## config.mk

```make
export PLATFORM = sky130hd
export DESIGN_NAME = sorted_priority_queue_core
export DESIGN_NICKNAME = d
export VERILOG_FILES = /design/src/hdl/spq_pkg.sv /design/src/hdl/sorted_priority_queue_core.sv /design/src/hdl/spq_entry_mem.sv
export SDC_FILE = /design/constraint.sdc
export NUM_CORES = 1
export LEC_CHECK = 0
export BUFFER_PORTS_ARGS = -buffer_cell sky130_fd_sc_hd__buf_4
export CELL_PAD_IN_SITES_DETAIL_PLACEMENT = 1
export CELL_PAD_IN_SITES_GLOBAL_PLACEMENT = 1
export CORE_MARGIN = 2
export CORE_UTILIZATION = 54
export DETAILED_ROUTE_END_ITERATION = 8
export PLACE_DENSITY_LB_ADDON = 0.1
export SLEW_MARGIN = 20
export SYNTH_ARGS = -nofsm -noshare
export SYNTH_HDL_FRONTEND = slang
export SYNTH_SLANG_ARGS = --single-unit
```

## constraint.sdc

```tcl
create_clock -name clk_i -period 7.42 [get_ports clk_i]
set_input_delay 0.742 -clock clk_i [delete_from_list [all_inputs] [get_ports clk_i]]
set_output_delay 0.742 -clock clk_i [all_outputs]
set_load 0.03 [all_outputs]
```

## src/hdl/spq_pkg.sv

```systemverilog
// Package for the sorted priority queue: beat structs, entry layout, codes.
// No dependencies.
`default_nettype none
package spq_pkg;

  localparam int unsigned SPQ_CAPACITY = 16;

  localparam logic [1:0] MODE_INSERT = 2'd0;
  localparam logic [1:0] MODE_REMOVE = 2'd1;
  localparam logic [1:0] MODE_PEEK   = 2'd2;

  localparam logic [1:0] ST_OK    = 2'd0;
  localparam logic [1:0] ST_EMPTY = 2'd1;
  localparam logic [1:0] ST_FULL  = 2'd2;

  typedef struct packed {
    logic [1:0]         mode;
    logic signed [31:0] item_data;
    logic [15:0]        item_priority;
  } spq_cmd_t;

  typedef struct packed {
    logic signed [31:0] head_data;
    logic [15:0]        head_priority;
    logic [1:0]         status;
    logic [4:0]         fill_count;
  } spq_result_t;

  typedef struct packed {
    logic signed [31:0] data;
    logic [15:0]        priority_val;
  } spq_entry_t;

endpackage
`default_nettype wire

```

## src/hdl/sorted_priority_queue_core.sv

```systemverilog
// Sorted priority queue top: ring buffer of entries in spq_entry_mem, kept in
// ascending priority order by a sequencer with one shared priority compare.
// Insert alternates S_INS_RD and S_INS_CMP for each entry moved back; remove/peek
// read the head in S_HD_CMP; full insert, empty read and unused mode answer from idle.
// Throughput: one item at a time, busy holds until done; the receiver cannot stall.
// Reset (async, active low) empties the queue; entry storage is not cleared.
`default_nettype none
module sorted_priority_queue_core
  import spq_pkg::*;
#(
  parameter int unsigned CAPACITY = SPQ_CAPACITY
) (
  input  wire logic  clk_i,
  input  wire logic  rst_ni,
  input  wire logic  start,
  output logic       busy,
  input  wire spq_cmd_t cmd_i,
  output logic       result_valid_o,
  output spq_result_t result_o
);

  localparam int unsigned AW = $clog2(CAPACITY);
  localparam int unsigned CW = $clog2(CAPACITY + 1);
  localparam logic [AW-1:0] LAST = AW'(CAPACITY - 1);

  localparam logic [1:0] S_IDLE    = 2'd0;
  localparam logic [1:0] S_INS_RD  = 2'd1;
  localparam logic [1:0] S_INS_CMP = 2'd2;
  localparam logic [1:0] S_HD_CMP  = 2'd3;

  logic [1:0]    state_q, state_d;
  logic [AW-1:0] head_q, head_d, tail_q, tail_d, wr_q, wr_d;
  logic [CW-1:0] count_q, count_d, rem_q, rem_d;
  spq_cmd_t      item_q, item_d;
  logic          res_valid_q, res_valid_d;
  spq_result_t   res_q, res_d;

  logic          mem_we;
  logic [AW-1:0] mem_waddr, mem_raddr, wr_prev;
  spq_entry_t    mem_wdata, mem_rdata, new_entry;
  logic          moves_back;

  function automatic logic [AW-1:0] ptr_next(input logic [AW-1:0] p);
    return (p == LAST) ? '0 : p + AW'(1);
  endfunction

  function automatic logic [AW-1:0] ptr_prev(input logic [AW-1:0] p);
    return (p == '0) ? LAST : p - AW'(1);
  endfunction

  spq_entry_mem #(.DEPTH(CAPACITY)) u_mem (
    .clk_i  (clk_i),
    .we_i   (mem_we),
    .waddr_i(mem_waddr),
    .wdata_i(mem_wdata),
    .raddr_i(mem_raddr),
    .rdata_o(mem_rdata)
  );

  assign wr_prev    = ptr_prev(wr_q);
  assign new_entry  = '{data: item_q.item_data, priority_val: item_q.item_priority};
  // shared compare: held entry strictly later than the new one
  assign moves_back = mem_rdata.priority_val > item_q.item_priority;
  assign busy       = (state_q != S_IDLE);

  always_comb begin
    state_d     = state_q;
    head_d      = head_q;
    tail_d      = tail_q;
    wr_d        = wr_q;
    count_d     = count_q;
    rem_d       = rem_q;
    item_d      = item_q;
    res_valid_d = 1'b0;
    res_d       = res_q;
    mem_we      = 1'b0;
    mem_waddr   = wr_q;
    mem_wdata   = new_entry;
    mem_raddr   = head_q;
    case (state_q)
      S_IDLE: begin
        if (start) begin
          res_d = '{head_data: '0, head_priority: '0, status: ST_OK,
                    fill_count: 5'(count_q)};
          case (cmd_i.mode)
            MODE_INSERT: begin
              if (count_q == CW'(CAPACITY)) begin
                res_d.status = ST_FULL;
                res_valid_d  = 1'b1;
              end else begin
                item_d  = cmd_i;
                wr_d    = tail_q;
                rem_d   = count_q;
                state_d = S_INS_RD;
              end
            end
            MODE_REMOVE, MODE_PEEK: begin
              if (count_q == '0) begin
                res_d.status = ST_EMPTY;
                res_valid_d  = 1'b1;
              end else begin
                item_d  = cmd_i;
                state_d = S_HD_CMP;
              end
            end
            default: begin
              res_valid_d = 1'b1;
            end
          endcase
        end
      end
      S_INS_RD: begin
        mem_raddr = wr_prev;
        if (rem_q == '0) begin
          mem_we           = 1'b1;
          tail_d           = ptr_next(tail_q);
          count_d          = count_q + CW'(1);
          res_d.fill_count = 5'(count_q + CW'(1));
          res_valid_d      = 1'b1;
          state_d          = S_IDLE;
        end else begin
          state_d = S_INS_CMP;
        end
      end
      S_INS_CMP: begin
        mem_we = 1'b1;
        if (moves_back) begin
          mem_wdata = mem_rdata;
          wr_d      = wr_prev;
          rem_d     = rem_q - CW'(1);
          state_d   = S_INS_RD;
        end else begin
          tail_d           = ptr_next(tail_q);
          count_d          = count_q + CW'(1);
          res_d.fill_count = 5'(count_q + CW'(1));
          res_valid_d      = 1'b1;
          state_d          = S_IDLE;
        end
      end
      S_HD_CMP: begin
        res_d.head_data     = mem_rdata.data;
        res_d.head_priority = mem_rdata.priority_val;
        if (item_q.mode == MODE_REMOVE) begin
          head_d           = ptr_next(head_q);
          count_d          = count_q - CW'(1);
          res_d.fill_count = 5'(count_q - CW'(1));
        end
        res_valid_d = 1'b1;
        state_d     = S_IDLE;
      end
      default: begin
        state_d = S_IDLE;
      end
    endcase
  end

  always_ff @(posedge clk_i or negedge rst_ni) begin
    if (!rst_ni) begin
      state_q     <= S_IDLE;
      head_q      <= '0;
      tail_q      <= '0;
      count_q     <= '0;
      res_valid_q <= 1'b0;
    end else begin
      state_q     <= state_d;
      head_q      <= head_d;
      tail_q      <= tail_d;
      count_q     <= count_d;
      res_valid_q <= res_valid_d;
    end
  end

  always_ff @(posedge clk_i) begin
    wr_q   <= wr_d;
    rem_q  <= rem_d;
    item_q <= item_d;
    res_q  <= res_d;
  end

  assign result_valid_o = res_valid_q;
  assign result_o       = res_q;

  a_count_bound: assert property (@(posedge clk_i) disable iff (!rst_ni)
    count_q <= CW'(CAPACITY))
    else $error("held count above capacity");

  a_done_beat: assert property (@(posedge clk_i) disable iff (!rst_ni)
    $fell(busy) |-> result_valid_o)
    else $error("sequencer finished without a result beat");

  a_write_busy: assert property (@(posedge clk_i) disable iff (!rst_ni)
    mem_we |-> busy)
    else $error("entry write while idle");

  a_empty_ptrs: assert property (@(posedge clk_i) disable iff (!rst_ni)
    (count_q == '0) |-> (head_q == tail_q))
    else $error("empty queue with head and tail apart");

endmodule
`default_nettype wire

```

## src/hdl/spq_entry_mem.sv

```systemverilog
// Entry storage: one write port, one read port with registered read data.
// Depends on spq_pkg.
`default_nettype none
module spq_entry_mem
  import spq_pkg::*;
#(
  parameter int unsigned DEPTH = SPQ_CAPACITY,
  localparam int unsigned AW   = $clog2(DEPTH)
) (
  input  wire logic          clk_i,
  input  wire logic          we_i,
  input  wire logic [AW-1:0] waddr_i,
  input  wire spq_entry_t    wdata_i,
  input  wire logic [AW-1:0] raddr_i,
  output spq_entry_t         rdata_o
);

  spq_entry_t mem_q [DEPTH];

  always_ff @(posedge clk_i) begin
    if (we_i) begin
      mem_q[waddr_i] <= wdata_i;
    end
  end

  always_ff @(posedge clk_i) begin
    rdata_o <= mem_q[raddr_i];
  end

endmodule
`default_nettype wire

```

# Yosys cells after proc, flatten, opt, wreduce, memory -nomap -nowiden
# Memory sizes are Yosys's and may differ from the RTL's. A register that Yosys moved wholly into a read port is not among the register bits.
# Cells that the tools add are included.
# W data, S select, Z words.
# word_totals
ff_bits	130
ramBits	768
in_bits	53
output_inout_bits	57
wordCells	113
n_memories	1
# op_classes
addsub	6
magnitude_cmp	1
eq_ne	21
mux	49
n_reduce_logical	21
# mem_list
memory	words	width	rd	rd_clocked_by_memory_dff	write_ports	line_no	rtl
u_mem.mem_q	16	48	1	1	1	spq_entry_mem.sv:18	spq_entry_t mem_q [DEPTH];
# op_table
operator	n
$mux W50	2
$pmux W50 S2	1
$mux W48	2
$pmux W48 S2	1
$mux W55	1
$mux W4	10
$mux W5	7
$pmux W5 S4	1
$gt A16 B16 Y1	1
$ne A2 B2 Y1 const B	8
$pmux W4 S2	2
$pmux W5 S3	1
$reduce_and A4 Y1	3
$logic_not A5 Y1	2
$mux W2	5
$pmux W5 S2	1
$reduce_and A5 Y1	2
$reduce_bool A2 Y1	5
$sub A5 B1 Y5 const B	2
$mux W1	9
$add A4 B1 Y4 const B	2
$eq A4 B4 Y1 const B	2
$pmux W2 S2	2
$pmux W2 S4	1
other kinds (16)	25

# Depth between registers and ports, before layout
# Gate-level depths: netlist of the first run.
# depth
word_depth	5
depth_mapped	11
ltp_nobuf	8

# By module
# A second synthesis of the first run with hierarchy kept.
# unflattened
hier_cells	1717
area_unflattened_um2	36007.0
# modules_own_cells
module	instances	cells_each	area_per_inst_um2	seq_area_each_um2
spq_entry_mem	1	1242	29694.7	24023.0
sorted_priority_queue_core	1	475	6312.3	3823.7

# Least setup slack after synthesis of the first run
# Ideal clock, no wire load.
# synth_path
path_type	register to register
from	reg rem_q[0]
to	mem u_mem.mem_q[0][0] in the netlist's numbering (enable)
setup_ns	0.513
t_arrival_ns	4.710
required_time_ns	6.907
slack_ns	2.197
stages_incl_launch_ff	8
path_buffers	0
period_less_slack_ns	5.223
cell_sequence	edfxtp_1 > inv_1 > ha_1 > nor4b_1 > a21oi_1 > nor2_1 > nand2_1 > nor3_1
# synth_between
elab_chain_cells	5
# synth_lines
item	line_no	rtl
from (decl)	sorted_priority_queue_core.sv:33	logic [CW-1:0] count_q, count_d, rem_q, rem_d;
from (signal assigned)	sorted_priority_queue_core.sv:175	rem_q <= rem_d;
$logic_not A5 Y1	sorted_priority_queue_core.sv:114	if (rem_q == '0) begin
$mux W1	sorted_priority_queue_core.sv:114	
$pmux W1 S2	sorted_priority_queue_core.sv:80	case (state_q)
$mux W1	spq_entry_mem.sv:21	if (we_i) begin
$mux W1 (implied by the code)	spq_entry_mem.sv:22	mem_q[waddr_i] <= wdata_i;
to (decl)	spq_entry_mem.sv:18	
# No other way between the ends.

# Worst setup path in the final report of the first run
# layout_path
from	reg rem_q[0]
to	mem u_mem.mem_q[13][18] in the netlist's numbering (enable)
# Same word-level chain as after synthesis.

==> results.md, run 1 <==
Status:
- The run finished with clean final reports.

STA:
- The number of slew-limit violations in the final report is 0.
- The number of hold violations in the final report is 0.
- In this run the tightest slew margin relative to its limit is 0.224.
- The maximum operating frequency is 250 MHz.
- The transition at the pin with the smallest max-transition slack is 1.16 ns.
- The final worst-path cycle share is 0.540.
- The shortest clock period the worst path allows after layout is 4.00 ns.
- Setup repair after global routing left no endpoint under its margin.
- Setup violations remaining at the end of the flow were counted as 0.
- The aggregate negative setup slack is 0 ns.
- On the final layout, the worst clock skew is 0.0355 ns.

Floorplan:
- The count of boundary I/O pins is 110.
- In this run the vertical extent of the chip is 269 um.
- The starting utilization of the core area is 0.544.
- The overall die width is 269 um.
- The area inside the core boundary is 69900 um^2.
- The die covers 72500 um^2.
- The number of cell rows is 97.

Yosys:
- The number of distinct library cells after synthesis is 47.
- The average instance area after synthesis is 17.8 um^2.
- Synthesis produced a netlist with a net count of 2227.
- By count the netlist is led by sky130_fd_sc_hd__edfxtp_1, sky130_fd_sc_hd__mux2i_1, sky130_fd_sc_hd__buf_2, sky130_fd_sc_hd__dfxtp_1, sky130_fd_sc_hd__nand2_1.
- The most used flip-flop cell after synthesis is sky130_fd_sc_hd__edfxtp_1.
- The library cell with the highest instance count after synthesis is sky130_fd_sc_hd__edfxtp_1.
- The synthesized instance count is 2141.
- The fraction of post-synthesis cell area in the top cell type by area is 0.697.
- The area fraction in compound gates after synthesis is 0.0130.
- Summing every instance area after synthesis gives 38000 um^2.
- After synthesis, the share of cell area in mux cells is 0.202.
- The simple logic cell fraction of the synthesized area is 0.0220.
- The sequential element share of the synthesized area is 0.732.
- The parity-gate share of the synthesized area counting xor and xnor cells is 0.00276.
- By area, the combinational part of the netlist is dominated by multiplexers.
- Sorting the synthesized cells by area gives the leading types as sky130_fd_sc_hd__edfxtp_1, sky130_fd_sc_hd__mux2i_1, sky130_fd_sc_hd__dfxtp_1.
- The Yosys step of the flow raised 0 warnings.
- After synthesis, the share of flip-flops with an asynchronous set or reset is 0.0169.
- The flip-flop and latch count after synthesis is 946.
- The arithmetic-cell share of the synthesized area counting full adders, half adders and majority gates is 0.0109.
- Counting flops with a built-in enable in the synthesized netlist gives 882.
- The largest total area in the synthesized netlist belongs to sky130_fd_sc_hd__edfxtp_1.

Drt:
- The violation count after the first detailed-route iteration is 1230.
- Once detail routing completed, the nets flagged for antenna violations numbered 0.
- The first-pass iteration count of the detailed router is 5.
- The count of unresolved DRC violations after routing is 0.
- Dividing the detail-routed wire length by the instance count gives 26.6 um.
- The number of vias in the routed layout is 19.1k.
- The detailed-route vias per instance is 5.79.
- The wire length reported by the detailed router is 87800 um.

Placement:
- Port buffering added 109 buffers.
- The wire-length estimate of the detail-placed layout is 45500 um.
- The congestion estimate from routability-driven global placement came to 0.781.

Pwr:
- The worst-case IR drop observed on VDD is 0.000377 V.
- The leakage power is 0.0153 uW.
- The power per cell area is 426 nW/um^2.
- The completed layout was analyzed and its total power is 18400 uW.

Setup path:
- The startpoint kind of the worst setup timing path is a flip-flop.
- The endpoint required time on the critical path is 7.69 ns.
- The maximum fanout along the worst path is 28.
- The depth of the worst register-to-register path is 8.
- The critical path in this run is classified as flip-flop to flip-flop.
- STA classifies the critical path endpoint as a flip-flop.
- Setup slack on the worst reg-to-reg path comes out at 3.42 ns.
- In this run the critical register-to-register path is launched from rem_q[0]$_DFFE_PP_.
- The reg-to-reg critical path endpoint is u_mem.mem_q[13][18]$_DFFE_PP_.
- For the worst setup path, the data arrival time is 4.27 ns.

GRT:
- The first global-routing pass estimated 132000 um of wire.
- The pin count of the biggest net entering global routing is 113.
- Across every metal layer, demand over resource in global routing totals 0.243.
- The number of global-route vias before repair is 20.7k.
- The total congestion overflow after global routing is 0.
- The number of antenna violations at the first check in global routing is 1.

Hold path:
- The path category of the worst min-delay check is input pin to flip-flop.
- The worst hold path begins at cmd_i[45].
- The end point of the worst hold path is item_q[45]$_DFFE_PP_.
- The hold path depth is 1.

Clock tree:
- Buffers inserted to repair hold after CTS numbered 1.
- CTS built an H-tree with a depth of 3.
- The number of gates resized after CTS was 0.
- The later pin in the worst-skew pair is clocked with a latency of 0.66 ns.
- The master cell of the clock root buffer is sky130_fd_sc_hd__clkbuf_16.
- The deepest clock path buffer count is 3.
- The tree built by TritonCTS fans out to 946 sinks.
- The total CTS buffers is 97.
- The count of buffers added by post-CTS timing repair for setup is 0.
- The post-CTS clock slew at the launch and capture registers of the worst setup and hold paths is 0.06 ns.
- The TritonCTS clock tree is done.

Final layout:
- The filler cell count in the final layout is 6128.
- Of the cells placed in the final design, the portion with a size suffix greater than 1 is 0.151.
- The count of inserted antenna diode cells is 0.
- The area growth from synthesis to layout is 13.5%.
- The final layout contains 2370 nets.

Run:
- The count of max-cap constraint violations is 0.
-- layer usage --
metal	track usage	share of wire	vias up
li1	-	-	8543
met1	0.331	0.44	10100
met2	0.413	0.50	415
met3	0.0338	0.041	120
met4	0.0643	0.019	0
met5	0	0	-
-- flip-flops by register name, summed over array words and instances, names as in the netlist, 5 cells and up --
| signal | count |
|---|---|
| u_mem.mem_q | 768 |
| result_o | 55 |
| count_q | 5 |
| rem_q | 5 |
| item_q | 50 |
| u_mem.rdata_o | 48 |
-- area by class of cell --
type | instances | area (um^2) | share of cell area
Clock buffer | 131 | 2690 | 0.0623
Inverter | 32 | 120 | 0.00278
Tap cell | 940 | 1180 | 0.0273
Multi-Input combinational cell | 1058 | 9710 | 0.225
Clock inverter | 48 | 429 | 0.00995
Sequential cell | 946 | 27800 | 0.645
Timing Repair Buffer | 149 | 1170 | 0.0271
-- cells in the final DEF (no fill, tap or decap), drive strengths merged, types with 2 or more instances in the layout --
cell type / instances
a21oi: 27
a31oi: 3
and2: 47
buf: 148
bufinv: 7
clkbuf: 131
clkinv: 37
clkinvlp: 3
dfrtp: 16
dfxtp: 48
edfxtp: 882
ha: 33
inv: 33
mux2: 38
mux2i: 723
nand2: 48
nand2b: 7
nand3: 8
nand4: 5
nor2: 39
nor2b: 2
nor3: 9
o21ai: 34
o22ai: 2
o31ai: 2
xnor2: 7
xor2: 5
-- critical path, stage by stage, from the launching register on --
cell and delay [ns]:
sky130_fd_sc_hd__edfxtp_1 0.42, sky130_fd_sc_hd__inv_1 0.11, sky130_fd_sc_hd__ha_1 0.16, sky130_fd_sc_hd__nor4b_1 0.48, sky130_fd_sc_hd__a21oi_1 0.17, sky130_fd_sc_hd__nor2_1 0.35
sky130_fd_sc_hd__nand2_1 0.32, sky130_fd_sc_hd__nor2_4 0.93, sky130_fd_sc_hd__buf_4 0.65
-- stage by stage --
stage                     hold WS, ns  instances  setup WS [ns]  area, um^2   util
after floorplan                 0.446       2141           2.20       38000      -
after global placement          0.512       3120           3.44       40000  0.572
after detailed placement        0.522       3124           3.45       40000  0.572
after CTS                       0.222       3304           3.38       43100  0.617
after global routing            0.233       3304           3.23       43100  0.617
final                           0.260       3304           3.42       43100  0.617
-- where the power goes --
part           leakage (uW)  total [uW]  switching [uW]  internal (uW)
sequential          0.00858        7170             304           6870
clock               0.00153        4780            2000           2780
combinational       0.00520        6450            3860           2590
total                0.0153       18400            6170          12200
-- how the worst max path moves through the flow --
stage	from	endpoint	slack, ns	cells past startpoint
3_3_place_gp	rem_q[0]$_DFFE_PP_	u_mem.mem_q[13][25]$_DFFE_PP_	3.44	8
6_report	rem_q[0]$_DFFE_PP_	u_mem.mem_q[13][18]$_DFFE_PP_	3.42	8
5_1_grt	rem_q[0]$_DFFE_PP_	u_mem.mem_q[13][4]$_DFFE_PP_	3.23	8
4_1_cts	rem_q[0]$_DFFE_PP_	u_mem.mem_q[13][4]$_DFFE_PP_	3.38	8
3_5_place_dp	rem_q[0]$_DFFE_PP_	u_mem.mem_q[13][27]$_DFFE_PP_	3.45	8
2_1_floorplan	rem_q[0]$_DFFE_PP_	u_mem.mem_q[0][0]$_DFFE_PP_	2.20	7
-- cell families after synthesis --
group                      after synthesis
xor gates and xnor gates                12
buffers and inverters                  137
DFF                                    946
AOI/OAI and AO/OA                       82
and+or+nand+nor                        170
adders and majority gates               33
muxes                                  761
Power figures use the tool's default switching activity.
==> run 2: changes to the inputs <==
Settings changed: ABC_AREA from default to 1, CORE_UTILIZATION 54 to 45.
Clock period 7.42 ns to 3.6 ns, I/O delays scaled along.
==> run 2 against run 1 <==
Effect of this change:
- combinational power grew to 2.7 times the previous value
- register-to-register slack worse by 3.0 ns
- clock skew is 0.0081 ns lower
- critical endpoint is now u_mem.mem_q[1][25]$_DFFE_PP_
- largest power group is now combinational cells
- highest routed layer unchanged
==> results.md, run 2 <==
Setup path:
- The endpoint arrival time on the critical path came to 3.45 ns (-0.82 ns).
- The logic depth of the worst setup path including buffers is 7 (-1).
- The type of the worst setup path is flip-flop to flip-flop.
- The endpoint identified for the worst register-to-register timing path is u_mem.mem_q[1][25]$_DFFE_PP_.
- The category of cells accounting for the largest share of critical-path delay is buffers and inverters.
- The endpoint kind of the worst setup timing path is a flip-flop.
- The most critical setup path has its endpoint at u_mem.mem_q[1][25]$_DFFE_PP_.
- The depth of the worst register-to-register path is 7 (-1).
- STA classifies the critical path startpoint as a flip-flop.
- The maximum fanout along the worst path is 48 (+71%).
- The start point of the critical path is state_q[0]$_DFFE_PN0P_.
- The reg2reg setup slack came to 0.46 ns (-2.96 ns).
- The endpoint required time on the critical path was 3.91 ns (-3.78 ns).
- The startpoint identified for the worst register-to-register timing path is state_q[0]$_DFFE_PN0P_.
- The cell at the slowest stage of the critical path is sky130_fd_sc_hd__ha_1.
- The buffer and inverter count on the worst path is 3 (+1).
- The dominant cell type by count on the critical path is sky130_fd_sc_hd__inv_1.
- Walking the worst path, the cells encountered are inv_1, ha_1, inv_1, a21oi_1, nand2_1, nor2_4, buf_12.
- The longest individual stage delay on the worst path is 0.52 ns (-0.41 ns).

Clock tree:
- The count of buffers added by post-CTS timing repair for setup came to 0 (unchanged).
- The CTS sink count came to 946 (unchanged).
- The post-CTS resize count is 0 (unchanged).
- TritonCTS built the clock tree.
- The post-CTS clock slew at the launch and capture registers of the worst setup and hold paths is 0.06 ns (about the same).
- The deepest clock path buffer count is 3 (unchanged).
- The total CTS buffers is 102 (+5.2%).
- The clock insertion delay at the later pin of the skew report is 0.68 ns (+0.02 ns).
- The master cell of the clock root buffer is sky130_fd_sc_hd__clkbuf_16.
- The CTS H-tree depth is 3 (unchanged).

Pwr:
- The net switching power figure is 17400 uW (+180%).
- The fraction of power spent switching nets is 0.403 (+0.0677).
- The fraction of power consumed by combinational cells came to 0.400 (+0.049).
- The power per cell area was 947 nW/um^2 (+120%).
- The leakage power was 0.0182 uW (+19%).
- The power consumption was 43300 uW (+140%).
- The clock share of power is 0.248 (-0.012).
- The internal power was 25800 uW (+110%).
- The sequential group share of total power is 0.353 (-0.037).
- The maximum vdd drop is 0.000696 V (+85%).

Final layout:
- The final non-filler cell total is 4926 (+49%).
- The final instance area is 45700 um^2 (+5.9%).
- The number of flip-flops in the largest register is 768 (unchanged).
- The total number of nets in the final design was 3768 (+59%).
- In the layout the commonest cells are sky130_fd_sc_hd__nand2_1, sky130_fd_sc_hd__edfxtp_1, sky130_fd_sc_hd__nand3_1.
- The share of cells above drive strength 1 is 0.0968 (-0.0538).
- The count of inserted antenna diode cells is 0 (unchanged).
- The library cell used most frequently in the layout, excluding fill and tap cells, is sky130_fd_sc_hd__nand2_1.
- The largest register by flop count is u_mem.mem_q.
- The synthesis-to-layout area growth is 16.0%.
- The filler cell count in the final layout is 9131 (+49%).

Drt:
- The violation count after the first detailed-route iteration is 1793 (+46%).
- The detailed-route vias per instance was 5.47 (-5.7%).
- The average wire per standard cell is 22.3 um (-16%).
- The wire length reported by the detailed router is 110000 um (+25%).
- The number of vias in the routed layout was 26.9k (+41%).
- The residual antenna-violating net count after detailed routing is 0 (unchanged).
- The first-pass iteration count of the detailed router is 5 (unchanged).
- The count of unresolved DRC violations after routing is 0 (unchanged).

STA:
- Setup repair after global routing left no endpoint under its margin.
- The number of slew-limit violations in the final report is 0 (unchanged).
- The transition at the pin with the smallest max-transition slack came to 1.03 ns (-0.137 ns).
- The minimum setup slack in the final design came to 0.458 ns (-2.96 ns).
- The setup-violating endpoint count in the final report is 0 (unchanged).
- The shortest clock period the worst path allows after layout came to 3.14 ns (-0.863 ns).
- The aggregate negative setup slack was 0 ns (unchanged).
- The final worst-path cycle share is 0.873 (+0.333).
- The worst relative slew slack is 0.311 (+0.0869).
- The worst-case clock skew is 0.0274 ns (-0.00808 ns).
- The number of hold violations in the final report came to 0 (unchanged).
- The maximum operating frequency was 318 MHz (+27%).

GRT:
- The wire length of the first global-routing pass is 171000 um (+29%).
- The number of global-route vias before repair is 28.7k (+39%).
- The overall fraction of global-route tracks in use is 0.247 (+0.00376).
- The number of antenna violations at the first check in global routing was 0 (-1).
- The total congestion overflow after global routing was 0 (unchanged).
- The pin count of the biggest net entering global routing is 161 (+42%).

Floorplan:
- The number of cell rows is 108 (+11%).
- The count of boundary I/O pins is 110 (unchanged).
- The starting utilization of the core area was 0.454 (-0.0899).
- The area inside the core boundary is 86800 um^2 (+24%).
- The area of the die came to 89900 um^2 (+24%).
- The height of the chip came to 300 um (+11%).
- The overall die width was 300 um (+11%).

Yosys:
- The number of distinct library cells after synthesis is 36 (-23%).
- By area the synthesized netlist is led by sky130_fd_sc_hd__edfxtp_1, sky130_fd_sc_hd__nand2_1, sky130_fd_sc_hd__nand3_1.
- The most used flip-flop cell after synthesis is sky130_fd_sc_hd__edfxtp_1.
- The average instance area after synthesis was 11.0 um^2 (-38%).
- The sequential element share of the synthesized area came to 0.707 (-0.0254).
- The most common cell in the synthesized netlist is sky130_fd_sc_hd__nand2_1.
- The fraction of post-synthesis cell area in the top cell type by area is 0.672 (-0.0242).
- The synthesized instance count is 3567 (+67%).
- The yosys synthesis warning count is 0 (unchanged).
- The number of nets in the synthesized netlist was 3653 (+64%).
- The post-synthesis async set-or-reset flop share came to 0.0169 (unchanged).
- The cell area after synthesis was 39400 um^2 (+3.6%).
- The number of synthesized flops with an enable pin is 882 (unchanged).
- After synthesis, the most frequently instantiated cells are sky130_fd_sc_hd__nand2_1, sky130_fd_sc_hd__edfxtp_1, sky130_fd_sc_hd__nand3_1, sky130_fd_sc_hd__buf_2, sky130_fd_sc_hd__inv_1.
- The biggest area contributor in the post-synthesis netlist is sky130_fd_sc_hd__edfxtp_1.
- The flip-flop and latch count after synthesis came to 946 (unchanged).

Placement:
- The post-DP HPWL is 57200 um (+26%).
- The setup slack after placement came to 0.440 ns (-3.01 ns).
- The cell area reported after detailed placement is 41800 um^2 (+4.4%).
- The count of input and output buffers is 109 (unchanged).
- The cell count after placement is 4682 (+50%).
- The final weighted congestion in routability-driven placement is 0.762 (-2.4%).

Status:
- The flow ran to the end, and the final reports show no timing, DRC or antenna violations.

Hold path:
- The path category of the worst min-delay check is input pin to asynchronous set/reset pin.

Run:
- The count of max-cap constraint violations was 0 (unchanged).
==> run 2: cell types whose count changed after synthesis, moves of 17 or more <==
cell	previous run	this run
sky130_fd_sc_hd__nand2_1	48	1440
sky130_fd_sc_hd__inv_1	32	102
sky130_fd_sc_hd__buf_2	72	115
sky130_fd_sc_hd__mux2i_1	723	0
sky130_fd_sc_hd__mux2_2	38	0
sky130_fd_sc_hd__and2_1	47	0
sky130_fd_sc_hd__nand3_1	8	685
sky130_fd_sc_hd__clkbuf_1	20	51
sky130_fd_sc_hd__buf_4	7	24
==> run 2: logic make-up after synthesis <==
kind of cell	count (synthesis)	share of synthesized area
AO/OA/AOI/OAI	75	0.0104
AND/OR/NAND/NOR	2180	0.231
flip-flops	946	0.707
buffers and inverters	324	0.0391
XOR/XNOR	9	0.00200
adder cells (fa/ha/maj)	33	0.0105
==> run 2: worst register-to-register path: stages, from the launching register on <==
cell,delay (ns)
sky130_fd_sc_hd__dfrtp_1,0.41
sky130_fd_sc_hd__inv_1,0.12
sky130_fd_sc_hd__ha_1,0.52
sky130_fd_sc_hd__inv_1,0.39
sky130_fd_sc_hd__a21oi_1,0.40
sky130_fd_sc_hd__nand2_1,0.32
sky130_fd_sc_hd__nor2_4,0.19
sky130_fd_sc_hd__buf_12,0.35
==> run 2: worst min path at each step <==
stage / from / depth (start not counted) / slack [ns] / to
after floorplan: rst_ni / 0 / 0.06 / count_q[0]$_DFFE_PN0P_
after global placement: rst_ni / 1 / 0.24 / result_valid_o$_DFF_PN0_
after detailed placement: rst_ni / 1 / 0.24 / head_q[2]$_DFFE_PN0P_
after CTS: rst_ni / 2 / 0.06 / tail_q[0]$_DFFE_PN0P_
after global routing: rst_ni / 2 / 0.12 / tail_q[0]$_DFFE_PN0P_
final: rst_ni / 2 / 0.1 / tail_q[0]$_DFFE_PN0P_
==> run 2: metrics by stage <==
stage | utilization | hold slack, ns
floorplan | - | 0.0644
detailed placement | 0.481 | 0.244
global route | 0.527 | 0.120
CTS | 0.527 | 0.0627
global placement | 0.481 | 0.236
finish | 0.527 | 0.0967
==> run 2: what timing repair did <==
action                     4_1_cts  5_1_grt
hold endpoints to repair        66        0
hold buffers                    51        0
setup endpoints to repair        0        0
==> run 2: layer usage <==
metal | global-route usage | part of all wire | up-vias
li1 | - | - | 12500
met1 | 0.324 | 0.44 | 13800
met2 | 0.434 | 0.51 | 510
met3 | 0.0298 | 0.038 | 124
met4 | 0.0627 | 0.018 | 0
met5 | 0 | 0 | -
==> run 2: power groups by stage <==
stage                     logic [uW]  clock network (uW)  registers, uW
after floorplan                11000                   0          15900
after global placement         16700                   0          15400
after detailed placement       17400                   0          15500
after CTS                      17500               10900          15300
after global routing           19300               11300          15400
final                          17300               10700          15300
==> run 2: layout make-up <==
cell class	count	area (um^2)	share of cell area
Sequential cell	946	27800	0.609
Multi-Input combinational cell	2297	10200	0.223
Clock inverter	63	649	0.0142
Clock buffer	130	2780	0.0609
Inverter	104	397	0.00868
Timing Repair Buffer	231	2380	0.0520
Tap cell	1155	1450	0.0316
==> run 3: changes to the inputs <==
Settings changed: RECOVER_POWER from default to 25.
==> run 3 against run 2 <==
Effect of this change:
- the run now ends with max-capacitance violations, max-slew violations left
- critical path type unchanged
- sequential cell count unchanged
- highest routed layer unchanged
- worst setup slack worse by 0.085 ns
- critical endpoint is now result_o[37]$_DFFE_PP_
- combinational power down 2%
- largest power group unchanged
- hold slack better by 0.12 ns
- first-iteration DRC count up 1.5%
- die area unchanged
==> results.md, run 3 (synthesized netlist as in run 2, its figures left out) <==
Pwr:
- The maximum vdd drop is 0.000699 V (+0.36%).
- The power per cell area is 946 nW/um^2 (about the same).
- The leakage power is 0.0179 uW (-1.6%).

Setup path:
- The endpoint arrival time on the critical path was 3.52 ns (+0.07 ns).
- The endpoint kind of the worst setup timing path is a flip-flop.
- The reg2reg setup slack is 0.37 ns (-0.09 ns).
- The maximum fanout along the worst path is 24 (-50%).
- The endpoint required time on the critical path is 3.89 ns (-0.02 ns).
- The critical path is of the flip-flop to flip-flop type.
- The worst setup path is launched from a flip-flop.

Clock tree:
- The tree is rooted in a sky130_fd_sc_hd__clkbuf_16.
- The clock insertion delay at the later pin of the skew report came to 0.68 ns (about the same).
- The total CTS buffers came to 102 (unchanged).
- TritonCTS built the clock tree.
- The deepest clock path buffer count came to 3 (unchanged).
- The count of buffers added by post-CTS timing repair for setup is 0 (unchanged).
- The CTS sink count is 946 (unchanged).
- The CTS H-tree depth was 3 (unchanged).
- The post-CTS clock slew at the launch and capture registers of the worst setup and hold paths is 0.06 ns (about the same).

Final layout:
- The total number of nets in the final design came to 3768 (unchanged).
- Ranked by flip-flop count, first place goes to u_mem.mem_q.
- The library cell used most frequently in the layout, excluding fill and tap cells, is sky130_fd_sc_hd__nand2_1.
- The filler cell count in the final layout came to 9175 (+0.48%).
- In the layout the commonest cells are sky130_fd_sc_hd__nand2_1, sky130_fd_sc_hd__edfxtp_1, sky130_fd_sc_hd__nand3_1.
- The synthesis-to-layout area growth is 15.2%.
- The share of cells above drive strength 1 was 0.0769 (-0.0199).
- The count of inserted antenna diode cells is 0 (unchanged).
- The number of flip-flops in the largest register is 768 (unchanged).

Floorplan:
- The number of cell rows is 108 (unchanged).
- The count of boundary I/O pins was 110 (unchanged).
- The height of the chip is 300 um (unchanged).
- The overall die width is 300 um (unchanged).
- The area inside the core boundary is 86800 um^2 (unchanged).
- The starting utilization of the core area was 0.454 (unchanged).
- The area of the die is 89900 um^2 (unchanged).

Status:
- The final reports fail on max-capacitance violations, max-slew violations.
- The flow ran to the end, but the final reports show violations.

GRT:
- The overall fraction of global-route tracks in use is 0.247 (unchanged).
- The pin count of the biggest net entering global routing came to 161 (unchanged).
- The number of global-route vias before repair is 28.7k (unchanged).
- The number of antenna violations at the first check in global routing came to 0 (unchanged).
- The wire length of the first global-routing pass is 171000 um (unchanged).
- The total congestion overflow after global routing was 0 (unchanged).

STA:
- The minimum setup slack in the final design is 0.373 ns (-0.0851 ns).
- The setup-violating endpoint count in the final report came to 0 (unchanged).
- The transition at the pin with the smallest max-transition slack is 1.64 ns (+0.616 ns).
- The worst-case clock skew came to 0.0261 ns (-0.00128 ns).
- The final worst hold slack is 0.222 ns (+0.125 ns).
- The maximum operating frequency is 310 MHz (-2.6%).
- The final worst-path cycle share is 0.897 (+0.0237).
- The aggregate negative setup slack is 0 ns (unchanged).
- Setup repair after global routing left no endpoint under its margin.
- The shortest clock period the worst path allows after layout came to 3.23 ns (+0.0851 ns).
- The worst relative slew slack is -0.0946 (-0.406).
- The number of slew-limit violations in the final report was 66 (+66).
- The number of hold violations in the final report is 0 (unchanged).

Hold path:
- The path category of the worst min-delay check is input pin to flip-flop.

Drt:
- The residual antenna-violating net count after detailed routing came to 0 (unchanged).
- The violation count after the first detailed-route iteration came to 1819 (+1.5%).
- The detailed-route vias per instance came to 5.47 (+0.11%).
- The number of vias in the routed layout is 27.0k (+0.11%).
- The first-pass iteration count of the detailed router came to 5 (unchanged).
- The average wire per standard cell came to 22.3 um (about the same).
- The count of unresolved DRC violations after routing was 0 (unchanged).
- The wire length reported by the detailed router is 110000 um (about the same).

Placement:
- The post-DP HPWL is 57200 um (unchanged).
- The final weighted congestion in routability-driven placement is 0.762 (unchanged).
- The setup slack after placement is 0.440 ns (unchanged).
- The count of input and output buffers came to 109 (unchanged).

Run:
- The count of max-cap constraint violations is 2 (+2).
run 3: changes by cell type in the layout (fill, tap and decap cells not counted), moves of 3 or more:
cell	delta
sky130_fd_sc_hd__buf_4	-125
sky130_fd_sc_hd__clkbuf_1	+70
sky130_fd_sc_hd__clkbuf_2	+8
sky130_fd_sc_hd__clkbuf_4	+49
sky130_fd_sc_hd__o21ai_0	+5
sky130_fd_sc_hd__o21ai_1	-3
run 3: path summary, 6_finish.rpt:
kind	startpoint	cells after the start	endpoint
min in group asynchronous	rst_ni	2	tail_q[0]$_DFFE_PN0P_
max reg2reg	state_q[0]$_DFFE_PN0P_	4	result_o[37]$_DFFE_PP_
max in group asynchronous	rst_ni	2	count_q[3]$_DFFE_PN0P_
min	start	3	result_o[3]$_DFFE_PP_
min reg2reg	u_mem.rdata_o[34]$_DFF_P_	2	result_o[41]$_DFFE_PP_
max	state_q[0]$_DFFE_PN0P_	4	result_o[37]$_DFFE_PP_
run 3: metal layers:
| layer | up-vias | wire [um] | GRT usage |
|---|---|---|---|
| met4 | 0 | 2100 | 0.0627 |
| met1 | 13900 | 48000 | 0.324 |
| met2 | 506 | 55500 | 0.434 |
| met5 | - | 0 | 0 |
| li1 | 12500 | - | - |
| met3 | 123 | 4190 | 0.0298 |
run 3: critical path: stages (launching register included):
cell and delay [ns]:
sky130_fd_sc_hd__dfrtp_1 0.38, sky130_fd_sc_hd__inv_1 0.10, sky130_fd_sc_hd__ha_1 0.31, sky130_fd_sc_hd__o21ai_1 1.21, sky130_fd_sc_hd__clkbuf_2 0.83
run 3: power by group:
part           internal [uW]  total (uW)  switching [uW]
Clock                   6380       10700            4320
Sequential             14700       15300             554
Combinational           4420       16900           12500
run 3: repair_timing:
item	4_1_cts	5_1_grt
endpoints found under the setup margin	0	0
resized for setup	0	0
hold endpoints to repair	66	0
hold buffers	51	0
run 3: stage by stage:
stage / instances / instance area [um^2] / utilization / power, uW
after floorplan: 3567 / 39400 / - / 26900
after global placement: 4680 / 41700 / 0.481 / 32100
after detailed placement: 4682 / 41800 / 0.481 / 32900
after CTS: 4926 / 45700 / 0.527 / 43700
after global routing: 4926 / 45400 / 0.523 / 45700
final: 4926 / 45400 / 0.523 / 42900
run 3: area by class of cell:
type / instances / area (um^2) / share of cell area
clock buffers: 130 / 2780 / 0.0613
clock inverters: 63 / 649 / 0.0143
inverters: 104 / 397 / 0.00874
multi-input cells: 2297 / 10200 / 0.224
flip-flops and latches: 946 / 27800 / 0.614
well taps: 1155 / 1450 / 0.0319
repair buffers: 231 / 2060 / 0.0455
